[src/hw/rtl/apm_pkg.sv]
// shared types and constants of the audio peak and rms level meter
package apm_pkg;

  // window length register
  localparam int unsigned WINDOW_BITS = 20;
  localparam logic [WINDOW_BITS-1:0] WINDOW_RESET = 20'd48000;

  // sequencer states
  typedef enum logic [2:0] {
    S_IDLE,
    S_SQUARE,
    S_ADD,
    S_LOAD,
    S_DIV,
    S_ROOT_INIT,
    S_ROOT,
    S_OUT
  } apm_state_t;

  // accumulator controls
  typedef struct packed {
    logic take;
    logic square;
    logic add;
    logic clear;
  } acc_ctrl_t;

  // divide and root engine controls
  typedef struct packed {
    logic load;
    logic div_step;
    logic root_init;
    logic root_step;
  } itr_ctrl_t;

endpackage

[src/hw/rtl/audio_peak_rms_meter.sv]
// Audio peak and RMS level meter. Each accepted PCM sample passes through the
// capture, square and accumulate states; in_stall is high in every state after
// the transfer until the sequencer is back in idle, so a new sample is taken only
// once the last one is through. The sample that completes a window (count
// reaching window_len; a length of zero acts as one) adds a load step, a
// restoring division of the sum of squares by the count, a setup step and a
// square root, all on one shared subtractor, then a step to move the result
// into the output register. The sum of squares is SUM_W bits wide
// (SUM_W = 2*SAMPLE_BITS-1+COUNT_BITS, at most 64). A finished result may
// wait in the output register while the next window accumulates; a second one
// holds the block until the first is taken. cfg_ready is always high.
module audio_peak_rms_meter #(
  parameter int unsigned SAMPLE_BITS = 16,
  parameter int unsigned COUNT_BITS  = 20
) (
  input  logic                            clk,
  input  logic                            rst_n,
  input  logic                            in_valid,
  output logic                            in_stall,
  input  logic signed [SAMPLE_BITS-1:0]   in_sample,
  output logic                            out_valid,
  input  logic                            out_stall,
  output logic [SAMPLE_BITS-1:0]          out_peak_level,
  output logic [SAMPLE_BITS-1:0]          out_rms_level,
  output logic [COUNT_BITS-1:0]           out_window_count,
  input  logic                            cfg_valid,
  output logic                            cfg_ready,
  input  logic [apm_pkg::WINDOW_BITS-1:0] cfg_window_len
);

  import apm_pkg::*;

  localparam int unsigned SUM_FULL = 2 * SAMPLE_BITS - 1 + COUNT_BITS;
  localparam int unsigned SUM_W    = (SUM_FULL > 64) ? 64 : SUM_FULL;
  localparam int unsigned ROOT_W   = (SUM_W + 1) / 2;
  localparam int unsigned UNIT_W   = (COUNT_BITS + 1 > ROOT_W + 2) ? COUNT_BITS + 1 : ROOT_W + 2;
  localparam int unsigned STEP_W   = $clog2(SUM_W + 1);

  apm_state_t state_r;
  apm_state_t state_nxt;

  logic [STEP_W-1:0]      step_r;
  logic [STEP_W-1:0]      step_nxt;
  logic [WINDOW_BITS-1:0] window_len_r;
  logic [SAMPLE_BITS-1:0] win_peak_r;

  acc_ctrl_t              acc_ctrl;
  itr_ctrl_t              itr_ctrl;
  logic                   load_out;
  logic                   in_xfer;
  logic                   out_free;
  logic                   div_last;
  logic                   root_last;

  logic                   acc_close;
  logic [SAMPLE_BITS-1:0] acc_peak;
  logic [SUM_W-1:0]       acc_sum;
  logic [COUNT_BITS-1:0]  acc_count;
  logic [ROOT_W-1:0]      root;
  logic [COUNT_BITS-1:0]  divisor_held;

  logic                   out_valid_r;
  logic                   out_valid_nxt;
  logic [SAMPLE_BITS-1:0] out_peak_r;
  logic [SAMPLE_BITS-1:0] out_rms_r;
  logic [COUNT_BITS-1:0]  out_count_r;

  assign in_xfer   = in_valid & ~in_stall;
  assign out_free  = ~out_valid_r | ~out_stall;
  assign div_last  = (step_r == STEP_W'(SUM_W - 1));
  assign root_last = (step_r == STEP_W'(ROOT_W - 1));

  // window length register, written on a cfg transfer
  assign cfg_ready = 1'b1;

  always_ff @(posedge clk) begin
    if (!rst_n) begin
      window_len_r <= WINDOW_RESET;
    end else if (cfg_valid && cfg_ready) begin
      window_len_r <= cfg_window_len;
    end
  end

  // next state
  always_comb begin
    state_nxt = state_r;
    case (state_r)
      S_IDLE:      if (in_xfer) state_nxt = S_SQUARE;
      S_SQUARE:    state_nxt = S_ADD;
      S_ADD:       state_nxt = acc_close ? S_LOAD : S_IDLE;
      S_LOAD:      state_nxt = S_DIV;
      S_DIV:       if (div_last) state_nxt = S_ROOT_INIT;
      S_ROOT_INIT: state_nxt = S_ROOT;
      S_ROOT:      if (root_last) state_nxt = S_OUT;
      S_OUT:       if (out_free) state_nxt = S_IDLE;
      default:     state_nxt = S_IDLE;
    endcase
  end

  // step counter of the divide and root phases
  always_comb begin
    case (state_r)
      S_DIV,
      S_ROOT:  step_nxt = step_r + 1'b1;
      default: step_nxt = '0;
    endcase
  end

  // sequencer outputs
  always_comb begin
    acc_ctrl = '0;
    itr_ctrl = '0;
    load_out = 1'b0;
    in_stall = 1'b1;
    case (state_r)
      S_IDLE: begin
        in_stall      = 1'b0;
        acc_ctrl.take = in_valid;
      end
      S_SQUARE:    acc_ctrl.square = 1'b1;
      S_ADD:       acc_ctrl.add = 1'b1;
      S_LOAD: begin
        itr_ctrl.load  = 1'b1;
        acc_ctrl.clear = 1'b1;
      end
      S_DIV:       itr_ctrl.div_step = 1'b1;
      S_ROOT_INIT: itr_ctrl.root_init = 1'b1;
      S_ROOT:      itr_ctrl.root_step = 1'b1;
      S_OUT:       load_out = out_free;
      default: begin
        in_stall = 1'b1;
      end
    endcase
  end

  always_ff @(posedge clk) begin
    if (!rst_n) begin
      state_r <= S_IDLE;
      step_r  <= '0;
    end else begin
      state_r <= state_nxt;
      step_r  <= step_nxt;
    end
  end

  // window peak kept while the engine works
  always_ff @(posedge clk) begin
    if (itr_ctrl.load) begin
      win_peak_r <= acc_peak;
    end
  end

  apm_accum #(
    .SAMPLE_BITS (SAMPLE_BITS),
    .COUNT_BITS  (COUNT_BITS),
    .SUM_W       (SUM_W)
  ) u_accum (
    .clk        (clk),
    .rst_n      (rst_n),
    .ctrl       (acc_ctrl),
    .in_sample  (in_sample),
    .window_len (window_len_r),
    .close      (acc_close),
    .peak       (acc_peak),
    .sum        (acc_sum),
    .count      (acc_count)
  );

  apm_iter #(
    .COUNT_BITS (COUNT_BITS),
    .SUM_W      (SUM_W),
    .ROOT_W     (ROOT_W),
    .UNIT_W     (UNIT_W)
  ) u_iter (
    .clk          (clk),
    .ctrl         (itr_ctrl),
    .dividend     (acc_sum),
    .divisor      (acc_count),
    .root         (root),
    .divisor_held (divisor_held)
  );

  // output register
  always_comb begin
    if (load_out) begin
      out_valid_nxt = 1'b1;
    end else if (out_stall) begin
      out_valid_nxt = out_valid_r;
    end else begin
      out_valid_nxt = 1'b0;
    end
  end

  always_ff @(posedge clk) begin
    if (!rst_n) begin
      out_valid_r <= 1'b0;
    end else begin
      out_valid_r <= out_valid_nxt;
    end
  end

  always_ff @(posedge clk) begin
    if (load_out) begin
      out_peak_r  <= win_peak_r;
      out_rms_r   <= root[SAMPLE_BITS-1:0];
      out_count_r <= divisor_held;
    end
  end

  assign out_valid        = out_valid_r;
  assign out_peak_level   = out_peak_r;
  assign out_rms_level    = out_rms_r;
  assign out_window_count = out_count_r;

`ifndef NO_ASSERTIONS
  // a delivered window always covers at least one sample
  a_count_nonzero: assert property (@(posedge clk) disable iff (!rst_n)
    out_valid |-> (out_window_count != '0))
    else $error("result with empty window");

  // the mean square never exceeds the square of the peak
  a_rms_below_peak: assert property (@(posedge clk) disable iff (!rst_n)
    out_valid |-> (out_rms_level <= out_peak_level))
    else $error("rms level above peak level");

  // accumulators are empty once the window has been handed to the engine
  a_accum_cleared: assert property (@(posedge clk) disable iff (!rst_n)
    (state_r == S_DIV) |-> (acc_count == '0 && acc_peak == '0))
    else $error("accumulators not cleared after window close");
`endif

endmodule

[src/hw/rtl/apm_trial_sub.sv]
// shared trial subtractor for the divide and root steps
module apm_trial_sub #(
  parameter int unsigned WIDTH = 28
) (
  input  logic [WIDTH-1:0] a,
  input  logic [WIDTH-1:0] b,
  output logic             ge,
  output logic [WIDTH-1:0] diff
);

  logic borrow;

  // subtract with borrow out, no borrow means a >= b
  assign {borrow, diff} = {1'b0, a} - {1'b0, b};
  assign ge = ~borrow;

endmodule

[src/hw/rtl/apm_accum.sv]
// peak, sum of squares and sample count accumulators
module apm_accum #(
  parameter int unsigned SAMPLE_BITS = 16,
  parameter int unsigned COUNT_BITS  = 20,
  parameter int unsigned SUM_W       = 51
) (
  input  logic                                clk,
  input  logic                                rst_n,
  input  apm_pkg::acc_ctrl_t                  ctrl,
  input  logic signed [SAMPLE_BITS-1:0]       in_sample,
  input  logic [apm_pkg::WINDOW_BITS-1:0]     window_len,
  output logic                                close,
  output logic [SAMPLE_BITS-1:0]              peak,
  output logic [SUM_W-1:0]                    sum,
  output logic [COUNT_BITS-1:0]               count
);

  import apm_pkg::*;

  localparam int unsigned CMP_W = (COUNT_BITS > WINDOW_BITS) ? COUNT_BITS : WINDOW_BITS;

  logic [SAMPLE_BITS-1:0]   raw;
  logic [SAMPLE_BITS-1:0]   mag;
  logic [SAMPLE_BITS-1:0]   mag_r;
  logic [2*SAMPLE_BITS-1:0] sq_r;
  logic [SAMPLE_BITS-1:0]   peak_r;
  logic [SUM_W-1:0]         sum_r;
  logic [COUNT_BITS-1:0]    count_r;
  logic [COUNT_BITS-1:0]    cnt_inc;
  logic                     close_r;

  // magnitude, most negative sample wraps to its exact unsigned magnitude
  always_comb begin
    raw = in_sample;
    mag = raw[SAMPLE_BITS-1] ? (~raw + 1'b1) : raw;
  end

  assign cnt_inc = count_r + 1'b1;

  // sample capture and squaring
  always_ff @(posedge clk) begin
    if (ctrl.take) begin
      mag_r <= mag;
    end
    if (ctrl.square) begin
      sq_r <= mag_r * mag_r;
    end
  end

  // running accumulators
  always_ff @(posedge clk) begin
    if (!rst_n) begin
      peak_r  <= '0;
      sum_r   <= '0;
      count_r <= '0;
      close_r <= 1'b0;
    end else if (ctrl.clear) begin
      peak_r  <= '0;
      sum_r   <= '0;
      count_r <= '0;
    end else begin
      if (ctrl.square) begin
        if (mag_r > peak_r) begin
          peak_r <= mag_r;
        end
        count_r <= cnt_inc;
        close_r <= CMP_W'(cnt_inc) >= CMP_W'(window_len);
      end
      if (ctrl.add) begin
        sum_r <= sum_r + SUM_W'(sq_r);
      end
    end
  end

  assign close = close_r;
  assign peak  = peak_r;
  assign sum   = sum_r;
  assign count = count_r;

endmodule

[src/hw/rtl/apm_iter.sv]
// restoring divider and digit-by-digit square root over one shared subtractor
module apm_iter #(
  parameter int unsigned COUNT_BITS = 20,
  parameter int unsigned SUM_W      = 51,
  parameter int unsigned ROOT_W     = 26,
  parameter int unsigned UNIT_W     = 28
) (
  input  logic                  clk,
  input  apm_pkg::itr_ctrl_t    ctrl,
  input  logic [SUM_W-1:0]      dividend,
  input  logic [COUNT_BITS-1:0] divisor,
  output logic [ROOT_W-1:0]     root,
  output logic [COUNT_BITS-1:0] divisor_held
);

  import apm_pkg::*;

  localparam int unsigned QW  = 2 * ROOT_W;
  localparam int unsigned PAD = QW - SUM_W;

  logic [QW-1:0]         q_r;
  logic [UNIT_W-1:0]     rem_r;
  logic [ROOT_W-1:0]     root_r;
  logic [COUNT_BITS-1:0] dsr_r;
  logic                  dsr_nz_r;
  logic [UNIT_W-1:0]     a_div;
  logic [UNIT_W-1:0]     b_div;
  logic [UNIT_W-1:0]     a_root;
  logic [UNIT_W-1:0]     b_root;
  logic [UNIT_W-1:0]     op_a;
  logic [UNIT_W-1:0]     op_b;
  logic [UNIT_W-1:0]     diff;
  logic                  ge;
  logic                  ge_div;

  // operands of one divide step and of one root step
  assign a_div  = UNIT_W'({rem_r[COUNT_BITS-1:0], q_r[QW-1]});
  assign b_div  = UNIT_W'(dsr_r);
  assign a_root = UNIT_W'({rem_r[ROOT_W-1:0], q_r[QW-1:QW-2]});
  assign b_root = UNIT_W'({root_r[ROOT_W-2:0], 2'b01});

  assign op_a = ctrl.div_step ? a_div : a_root;
  assign op_b = ctrl.div_step ? b_div : b_root;

  apm_trial_sub #(
    .WIDTH (UNIT_W)
  ) u_sub (
    .a    (op_a),
    .b    (op_b),
    .ge   (ge),
    .diff (diff)
  );

  // a zero count gives a zero quotient
  assign ge_div = ge & dsr_nz_r;

  // quotient shifts in at the bottom while the dividend leaves at the top,
  // then the root consumes the quotient two bits at a time
  always_ff @(posedge clk) begin
    if (ctrl.load) begin
      q_r      <= QW'(dividend) << PAD;
      dsr_r    <= divisor;
      dsr_nz_r <= |divisor;
      rem_r    <= '0;
    end else if (ctrl.div_step) begin
      rem_r <= ge_div ? diff : op_a;
      q_r   <= {q_r[QW-2:0], ge_div};
    end else if (ctrl.root_init) begin
      rem_r  <= '0;
      root_r <= '0;
    end else if (ctrl.root_step) begin
      rem_r  <= ge ? diff : op_a;
      root_r <= {root_r[ROOT_W-2:0], ge};
      q_r    <= {q_r[QW-3:0], 2'b00};
    end
  end

  assign root         = root_r;
  assign divisor_held = dsr_r;

endmodule

[config.mk]
export PLATFORM = sky130hd
export DESIGN_NAME = audio_peak_rms_meter
export DESIGN_NICKNAME = d
export VERILOG_FILES = /design/src/hw/rtl/apm_pkg.sv /design/src/hw/rtl/audio_peak_rms_meter.sv /design/src/hw/rtl/apm_trial_sub.sv /design/src/hw/rtl/apm_accum.sv /design/src/hw/rtl/apm_iter.sv
export SDC_FILE = /design/constraint.sdc
export NUM_CORES = 1
export LEC_CHECK = 0
export ABC_CLOCK_PERIOD_IN_PS = 7320
export BUFFER_PORTS_ARGS = -buffer_cell sky130_fd_sc_hd__buf_2
export CORE_AREA = 4 4 231 233
export CTS_CLUSTER_DIAMETER = 40
export DETAILED_ROUTE_END_ITERATION = 7
export DIE_AREA = 0 0 235 237
export PLACE_DENSITY = 0.66
export SLEW_MARGIN = 20
export SYNTH_ARGS = -nofsm -noshare
export SYNTH_HDL_FRONTEND = slang
export SYNTH_SLANG_ARGS = --single-unit
[constraint.sdc]
create_clock -name clk -period 7.32 [get_ports clk]
set_input_delay 0.732 -clock clk [delete_from_list [all_inputs] [get_ports clk]]
set_output_delay 0.732 -clock clk [all_outputs]
set_load 0.03 [all_outputs]
Yosys cells after proc, flatten, opt, wreduce, memory -nomap -nowiden
Index checks and enable logic that the tools add are counted.
{"block": "totals", "reg_bits": 358, "input_bits": 41, "output_inout_bits": 55, "wordCells": 100}
{"block": "op_classes", "addsub": 5, "multipliers": 1, "magnitude_cmp": 2, "n_eq_ne": 16, "muxes": 30, "bitwise": 10, "reduce_logical": 15}
{"op": "52-bit 2-to-1 mux", "n": 4}
{"op": "26-bit 2-to-1 mux", "n": 5}
{"op": "51-bit by 32-bit adder with 51-bit output", "n": 1}
{"op": "16-bit by 16-bit multiplier with 32-bit output", "n": 1}
{"op": "28-bit by 27-bit subtractor with 29-bit output", "n": 1}
{"op": "28-bit 2-to-1 mux", "n": 1}
{"op": "27-bit 2-to-1 mux", "n": 1}
{"op": "25-bit 2-to-1 mux", "n": 1}
{"op": "3-bit case mux with 8 select lines", "n": 1}
{"op": "20-bit by 1-bit adder with 20-bit output (second input constant)", "n": 1}
{"op": "20-bit >= comparator", "n": 1}
{"op": "20-bit OR reduction", "n": 1}
{"op": "16-bit by 1-bit adder with 16-bit output (second input constant)", "n": 1}
{"op": "16-bit greater-than comparator", "n": 1}
{"op": "16-bit inverter", "n": 1}
{"op": "15-bit 2-to-1 mux", "n": 1}
{"op": "3-bit equality test (second input constant)", "n": 4}
{"op": "3-bit 2-to-1 mux", "n": 4}
{"op": "1-bit 2-to-1 mux", "n": 11}
{"op": "2-bit AND reduction", "n": 5}
{"op": "2-bit != test (second input constant)", "n": 4}
{"op": "6-bit by 1-bit adder with 6-bit output (second input constant)", "n": 1}
{"op": "3-bit by 2-bit equality test with 1-bit output (second input constant)", "n": 2}
{"op": "6-bit by 5-bit equality test with 1-bit output (second input constant)", "n": 1}
{"op": "other kinds (14)", "n": 24}

Longest topological paths before layout
Gate-level depths: netlist (run 1).
{"block": "depth", "depth_word": 8, "depth_mapped": 26, "ltp_nobuf": 25}

Hierarchy
A second synthesis (run 1) with hierarchy kept.
{"block": "hier_totals", "cells_unflattened": 2702, "area_unflattened_um2": 26477.9}
{"mod": "apm_accum", "n_inst": 1, "cells_per_inst": 1688, "area_per_inst_um2": 15165.8, "seq_area_each_um2": 3173.0}
{"mod": "apm_iter", "n_inst": 1, "cells_per_inst": 580, "area_per_inst_um2": 6359.8, "seq_area_each_um2": 3483.3}
{"mod": "audio_peak_rms_meter", "n_inst": 1, "cells_per_inst": 199, "area_per_inst_um2": 3305.7, "seq_area_each_um2": 2642.5}
{"mod": "apm_trial_sub", "n_inst": 1, "cells_per_inst": 235, "area_per_inst_um2": 1646.6, "seq_area_each_um2": 0.0}

Least setup slack after synthesis (run 1)
Ideal clock, no wire load.
{"block": "synth_timing", "kind": "reg-to-reg", "start": "register u_accum.mag_r[4]", "end": "register u_accum.sq_r[31] (data pin)", "setup_time_ns": 0.259, "arrival_ns": 6.399, "required_time_ns": 7.061, "slack_ns": 0.661, "path_stages_with_launch": 23, "path_buffers": 2, "period_less_slack_ns": 6.659, "cell_sequence": "edfxtp_1 clkbuf_1 clkbuf_1 nand2_1 fa_1 fa_1 inv_1 fa_1 fa_1 fa_1 inv_1 fa_1 inv_1 ha_1 and3_1 a311oi_2 a31oi_1 nor3_2 nor3_1 o41a_1 a311oi_2 a21oi_1 xnor2_1"}
{"block": "synth_via", "elab_chain_cells": 1}
{"item": "from (decl)", "line_no": "apm_accum.sv:24", "rtl": "logic [SAMPLE_BITS-1:0] mag_r;"}
{"item": "from (signal assigned)", "line_no": "apm_accum.sv:43", "rtl": "mag_r <= mag;"}
{"item": "16-bit by 16-bit multiplier with 32-bit output", "line_no": "apm_accum.sv:46", "rtl": "sq_r <= mag_r * mag_r;"}
{"item": "to (signal assigned)", "line_no": "apm_accum.sv:46"}
{"item": "to (decl)", "line_no": "apm_accum.sv:25", "rtl": "logic [2*SAMPLE_BITS-1:0] sq_r;"}
No other way between the ends.
A chain may end at the register's enable or synchronous reset.

Final worst setup path (run 1)
{"block": "layout_timing", "start": "register u_accum.mag_r[9]", "end": "register u_accum.sq_r[31] (data pin)"}
The elaborated chain is that of the path after synthesis.

==> results of run 1 <==
cell type report:
class | instances | area, um2 | share of cell area [%]
Sequential cell | 357 | 9270 | 32.1
Inverter | 314 | 1180 | 4.09
Clock buffer | 69 | 1600 | 5.54
Timing Repair Buffer | 130 | 741 | 2.57
Clock inverter | 47 | 563 | 1.95
Tap cell | 680 | 851 | 2.95
Multi-Input combinational cell | 1868 | 14600 | 50.8
kinds of logic after synthesis:
family	after synthesis	synth area share, %
AOI/OAI and AO/OA	512	13.2
buffers and inverters	432	6.49
DFF	357	36.3
muxes	44	1.73
adders and majority gates	369	22.9
xor gates and xnor gates	148	5.08
other	1	0.0147
and+or+nand+nor	794	14.3
synthesized netlist by cell type, types with 8 or more instances:
cell      instances
a211oi_1         12
a21o_1           55
a21oi_1         117
a31oi_1          57
and2_1           76
and3_1           19
buf_1             8
clkbuf_1         98
dfxtp_1         145
edfxtp_1        212
fa_1            166
ha_1            199
inv_1           314
mux2i_1          43
nand2_1         344
nand2b_1         23
nand3_1          40
nand4_1          20
nor2_1          169
nor2b_1          32
nor3_1           25
o211ai_1         16
o21a_1           18
o21ai_0         102
o21ai_1          19
o21bai_1         10
o221a_2           8
o221ai_1         14
o31ai_1          21
or3_1            15
xnor2_1          83
xor2_1           65
layer usage:
layer  vias to the layer above  share of wire, %  track usage (%)
li1                       9217                 -                -
met3                       106               3.7             2.95
met4                         0               3.2             6.70
met1                      9202                43             25.3
met2                       356                50             34.8
met5                         -                 0                0
tightest hold or removal path: stages:
cell	delay, ns
buf_2	0.08
nand2_1	0.04
o211ai_1	0.06
registers in the layout (all words and copies together), names as in the netlist, 25 cells and up:
name          flops
u_accum.sq_r     31
u_iter.q_r       52
u_iter.root      25
u_accum.sum      51
u_iter.rem_r     26
final timing paths:
check,startpoint,to,slack [ns],depth (start not counted)
worst max-delay path,u_accum.mag_r[9],u_accum.sq_r[31],0.44,24
worst min-delay path,cfg_window_len[15],window_len_r[15],0.31,3
worst max register to register,u_accum.mag_r[9],u_accum.sq_r[31],0.44,24
worst min register to register,win_peak_r[5],out_peak_level[5],0.42,0
metrics by stage:
| step | cell area [um2] | hold slack (ns) | util, % |
|---|---|---|---|
| global route | 28800 | 0.304 | 56.3 |
| detailed placement | 26700 | 0.405 | 52.1 |
| CTS | 28800 | 0.276 | 56.3 |
| finish | 28800 | 0.310 | 56.3 |
| floorplan | 25500 | 0.400 | - |
| global placement | 26700 | 0.403 | 52.1 |
timing repair:
action,4_1_cts,5_1_grt
hold buffers,0,0
endpoints found under the setup margin,0,1
gates resized for setup,0,0
setup buffers,0,2
power by group through the flow:
stage / logic [W] / registers [W] / clock network, W
global route: 0.00842 / 0.00276 / 0.00306
finish: 0.00729 / 0.00274 / 0.00290
global placement: 0.00725 / 0.00278 / 0
CTS: 0.00742 / 0.00275 / 0.00295
floorplan: 0.00587 / 0.00274 / 0
detailed placement: 0.00733 / 0.00279 / 0
layout by cell type, fill, tap and decap left out, types with 21 or more instances in the layout:
master     synthesis  routed
nand2_1          344     342
inv_1            314     314
edfxtp_1         212     212
ha_1             199     199
nor2_1           169     168
fa_1             166     166
dfxtp_1          145     144
a21oi_1          117     116
o21ai_0          102     102
buf_2              7      94
xnor2_1           83      83
and2_1            76      76
xor2_1            65      65
clkbuf_16          0      61
a31oi_1           57      57
a21o_1            55      55
mux2i_1           43      43
nand3_1           40      40
buf_4              1      36
nor2b_1           32      32
nor3_1            25      25
nand2b_1          23      21
o31ai_1           21      21
==> results_dict.tcl, run 1 <==
set metrics [dict create \
    status "completed" \
    ys_seq_area_share_pct 36.3 \
    yosysTopAreaCell "edfxtp_1" \
    net-switching-power_w 0.00534 \
    dp_slack_ns 0.394 \
    ir_drop_mv 0.845 \
    cts_buffer_depth 3 \
    die-area_mm2 0.0557 \
    critPathLaunchType "register" \
    critPathTopFamily "adder cells" \
    grt_setup_unrepaired "false" \
    path_cells "and2_1 -> inv_1 -> fa_1 -> inv_1 -> fa_1 -> inv_1 -> fa_1 -> inv_1 -> fa_1 -> fa_1 -> inv_1 -> fa_1 -> inv_1 -> ha_1 -> and3_1 -> and3_1 -> o2111ai_1 -> a31oi_1 -> nor3_2 -> nor3_1 -> o41a_1 -> a311oi_2 -> a21oi_1 -> xnor2_1" \
    cts-root-buf "clkbuf_16" \
    area_growth_pct 13.0 \
    clk_latency_ns 0.64 \
    drtIter0Drc 1195 \
    die_width_um 235 \
    final_antenna_net_count 0 \
    wl_um 56100 \
    cellPowerDensity_mw_per_mm2 449 \
    antenna_found_initial 0 \
    cp_max_fo 9 \
    cts_buffers 61 \
    maxSlewHeadroom_pct 34.8 \
    drc_errors 0 \
    synth-async-reset-ratio_pct 0 \
    synth.top_cells.by_area "edfxtp_1 25%, fa_1 13%, dfxtp_1 11%" \
    leakagePower_nw 12.8 \
    yosysUniqueCellTypes 82 \
    initial_core_util_pct 49.9 \
    ys_seq_elements 357 \
    setup_ws_ns 0.438 \
    netlist_area_mm2 0.0255 \
    synth_edf_count 212 \
    finalSetupViolations 0 \
    fmax_mhz 145 \
    cts-htree-levels 2 \
    skew_ns 0.0605 \
    fillCellCount 4509 \
    place.gp.congestion 0.892 \
    finish.net_count 3138 \
    grt_pass1_vias 19100 \
    io_pins 96 \
    cp_num_buf_inv 6 \
    maxSlewViolCount 0 \
    yosys_warnings 0 \
    timing.final.hold_violations 0 \
    avgRoutedWirePerCell_um 16.2 \
    p_seq_share_pct 21.2 \
    clock_sinks 357 \
    final.setup.tns_ns 0 \
    synth_top_area_share_pct 24.9 \
    postSynthCellCount 2657 \
    diodes 0 \
    core_mm2 0.0512 \
    p_clk_share_pct 22.4 \
    rows 83 \
    grtUsageTotal_pct 19.9 \
    syn_nets 3063 \
    period_needed_ns 6.88 \
    synth_flop_cell "edfxtp_1" \
    power_w 0.0129 \
    grt_start_max_net_pins 104 \
    clk_pin_slew_ns 0.06 \
    drive_gt1_share_pct 10.1 \
    fin_crit_sh_pct 94.0 \
    cts_tree "yes" \
    crit_slowest_cell "edfxtp_1" \
    syn_area_per_cell_um2 9.61 \
    overflow 0 \
    via_per_inst 5.45 \
    crit_path_max_incr_delay_ns 0.55 \
    dp_cells 3346 \
    grt_pass1_wl_um 93200 \
    pwr-share-comb_pct 56.4 \
    maxCapViolations 0 \
    finalNonFillerCells 3465 \
    p_int_w 0.00759 \
    hpwl_um 41900 \
    routed-via-count 18900 \
    power_switching_share_pct 41.3 \
    required_ns 7.66 \
    crit_type "register to register" \
    worstMarginPinSlew_ns 0.978 \
    dieHeight_um 237 \
    first_pass_iters 7 \
    worstPathArrival_ns 7.22 \
    hold_path_class "input port to register" \
    crit_path_end_kind "register" \
    io_buffer_count 94 \
]
No activity file was read; power rests on OpenSTA's default activity.
==> run 2: changes to the inputs <==
CELL_PAD_IN_SITES_DETAIL_PLACEMENT = 1   (was not set)
CELL_PAD_IN_SITES_GLOBAL_PLACEMENT = 2   (was not set)
CORE_AREA = 4 4 255 257   (was 4 4 231 233)
DIE_AREA = 0 0 259 261   (was 0 0 235 237)
PLACE_DENSITY = 0.81   (was 0.66)
TNS_END_PERCENT = 20   (was not set)
==> results_dict.tcl, run 2 (synthesis results as in run 1) <==
set metrics [dict create \
    status "completed" \
    rows 92 \
    cts-root-buf "clkbuf_16" \
    crit_slowest_cell "edfxtp_1" \
    maxSlewViolCount 0 \
    fin_crit_sh_pct 94.9 \
    final.setup.tns_ns 0 \
    grt_pass1_vias 21700 \
    p_seq_share_pct 20.0 \
    cts_resized 0 \
    drtIter0Drc 916 \
    cts_tree "yes" \
    clk_pin_slew_ns 0.05 \
    drive_gt1_share_pct 10.8 \
    skew_ns 0.0384 \
    net-switching-power_w 0.00572 \
    overflow 0 \
    worstMarginPinSlew_ns 0.974 \
    mostFrequentLayoutCells "342 x nand2_1, 314 x inv_1, 212 x edfxtp_1" \
    crit_type "register to register" \
    maxSlewHeadroom_pct 34.9 \
    maxCapViolations 0 \
    die-area_mm2 0.0676 \
    critPathTopFamily "adder cells" \
    place.gp.congestion 0.852 \
    grtUsageTotal_pct 21.0 \
    finalSetupViolations 0 \
    clock_sinks 357 \
    cp_max_fo 11 \
    cts-htree-levels 3 \
    crit_top_cell "fa_1" \
    cts_buffers 74 \
    die_width_um 259 \
    dieHeight_um 261 \
    hold_path_class "input port to register" \
    finish.net_count 3159 \
    largest_register_ffs 52 \
    layout_commonest_cell "nand2_1" \
    final_antenna_net_count 0 \
    power_switching_share_pct 41.6 \
    clk_latency_ns 0.61 \
    ir_drop_mv 0.503 \
    crit_path_end_kind "register" \
    io_buffer_count 94 \
    critPathLaunchType "register" \
    drc_errors 0 \
    worstPathArrival_ns 7.31 \
    fmax_mhz 144 \
    via_per_inst 5.27 \
    cellPowerDensity_mw_per_mm2 466 \
    regMostFlops "u_iter.q_r" \
    leakagePower_nw 13.0 \
    io_pins 96 \
    avgRoutedWirePerCell_um 18.9 \
    path_cells "nand2_1 -> inv_1 -> fa_1 -> inv_1 -> fa_1 -> inv_1 -> fa_1 -> fa_1 -> fa_1 -> inv_1 -> fa_1 -> inv_1 -> ha_1 -> a211oi_1 -> nor2_1 -> a311oi_2 -> a31oi_1 -> nor3_2 -> nor3_1 -> o41a_1 -> a311oi_2 -> a21oi_1 -> xnor2_1" \
    grt_setup_unrepaired "false" \
    initial_core_util_pct 40.7 \
    area_growth_pct 15.5 \
    timing.final.hold_violations 0 \
    first_pass_iters 5 \
    finalNonFillerCells 3662 \
    cts_buffer_depth 3 \
    routed-via-count 19300 \
    core_mm2 0.0627 \
    required_ns 7.68 \
    p_clk_share_pct 24.5 \
    pwr-share-comb_pct 55.5 \
    crit_path_max_incr_delay_ns 0.60 \
    antenna_found_initial 1 \
    placed_area_mm2 0.0269 \
    hpwl_um 52300 \
    grt_start_max_net_pins 70 \
    wl_um 69300 \
    fin_area_mm2 0.0295 \
    dp_cells 3520 \
    cts_hold_buffers 0 \
    p_int_w 0.00804 \
    period_needed_ns 6.95 \
    power_w 0.0138 \
    cp_num_buf_inv 5 \
    grt_pass1_wl_um 115000 \
]
-- run 2: cell count changes in the layout (fill, tap and decap cells not counted), moves of 4 or more --
cell,change
inv_6,-5
clkinvlp_4,+4
clkbuf_1,+7
buf_4,+7
clkinv_1,+4
clkbuf_16,+15
clkinv_2,+4
inv_8,-4
-- run 2: power by group through the flow --
stage | sequential, W | clock (W) | combinational [W]
4_1_cts | 0.00276 | 0.00344 | 0.00781
3_3_place_gp | 0.00279 | 0 | 0.00750
2_1_floorplan | 0.00274 | 0 | 0.00587
6_report | 0.00276 | 0.00337 | 0.00763
3_5_place_dp | 0.00279 | 0 | 0.00775
5_1_grt | 0.00277 | 0.00355 | 0.00883
-- run 2: timing repair --
| action | CTS | global route |
|---|---|---|
| buffers inserted | 0 | 2 |
| endpoints found under the setup margin | 0 | 1 |
| hold endpoints to repair | 0 | 0 |
-- run 2: routing by layer --
metal / part of all wire, % / track usage [%] / vias to the layer above
met2: 50 / 37.7 / 235
met1: 44 / 26.2 / 9695
li1: - / - / 9250
met3: 2.7 / 3.14 / 128
met4: 2.7 / 6.30 / 2
met5: 0.019 / 0 / -
-- run 2: final cells by class --
| type | instances | area, um2 |
|---|---|---|
| tap | 846 | 1060 |
| clock buffer | 88 | 1960 |
| fill | 7064 | 33200 |
| antenna | 1 | 2.50 |
| multi-input combinational | 1868 | 14600 |
| sequential | 357 | 9270 |
| clock inverter | 50 | 583 |
| inverter | 314 | 1180 |
| timing repair buffer | 138 | 801 |
-- run 2: final timing paths --
check / start / to / slack (ns) / cells past startpoint
worst min register to register: win_peak_r[9] / out_peak_level[9] / 0.42 / 0
worst max-delay path: u_accum.mag_r[4] / u_accum.sq_r[31] / 0.37 / 23
worst max register to register: u_accum.mag_r[4] / u_accum.sq_r[31] / 0.37 / 23
worst min-delay path: cfg_window_len[9] / window_len_r[9] / 0.37 / 3
-- run 2: worst register-to-register path: stages, from the launching register on --
cell and delay [ns]:
edfxtp_1 0.60, nand2_1 0.21, inv_1 0.08, fa_1 0.52
inv_1 0.06, fa_1 0.54, inv_1 0.06, fa_1 0.52
fa_1 0.44, fa_1 0.55, inv_1 0.06, fa_1 0.52
inv_1 0.04, ha_1 0.36, a211oi_1 0.28, nor2_1 0.09
a311oi_2 0.23, a31oi_1 0.17, nor3_2 0.18, nor3_1 0.10
o41a_1 0.44, a311oi_2 0.37, a21oi_1 0.14, xnor2_1 0.14
-- run 2: stage by stage --
step	util [%]	hold slack (ns)	setup slack, ns
2_1_floorplan	-	0.400	0.661
3_3_place_gp	42.9	0.406	0.582
3_5_place_dp	42.9	0.406	0.273
4_1_cts	47.0	0.339	0.300
5_1_grt	47.0	0.358	0.00849
6_report	47.0	0.370	0.373
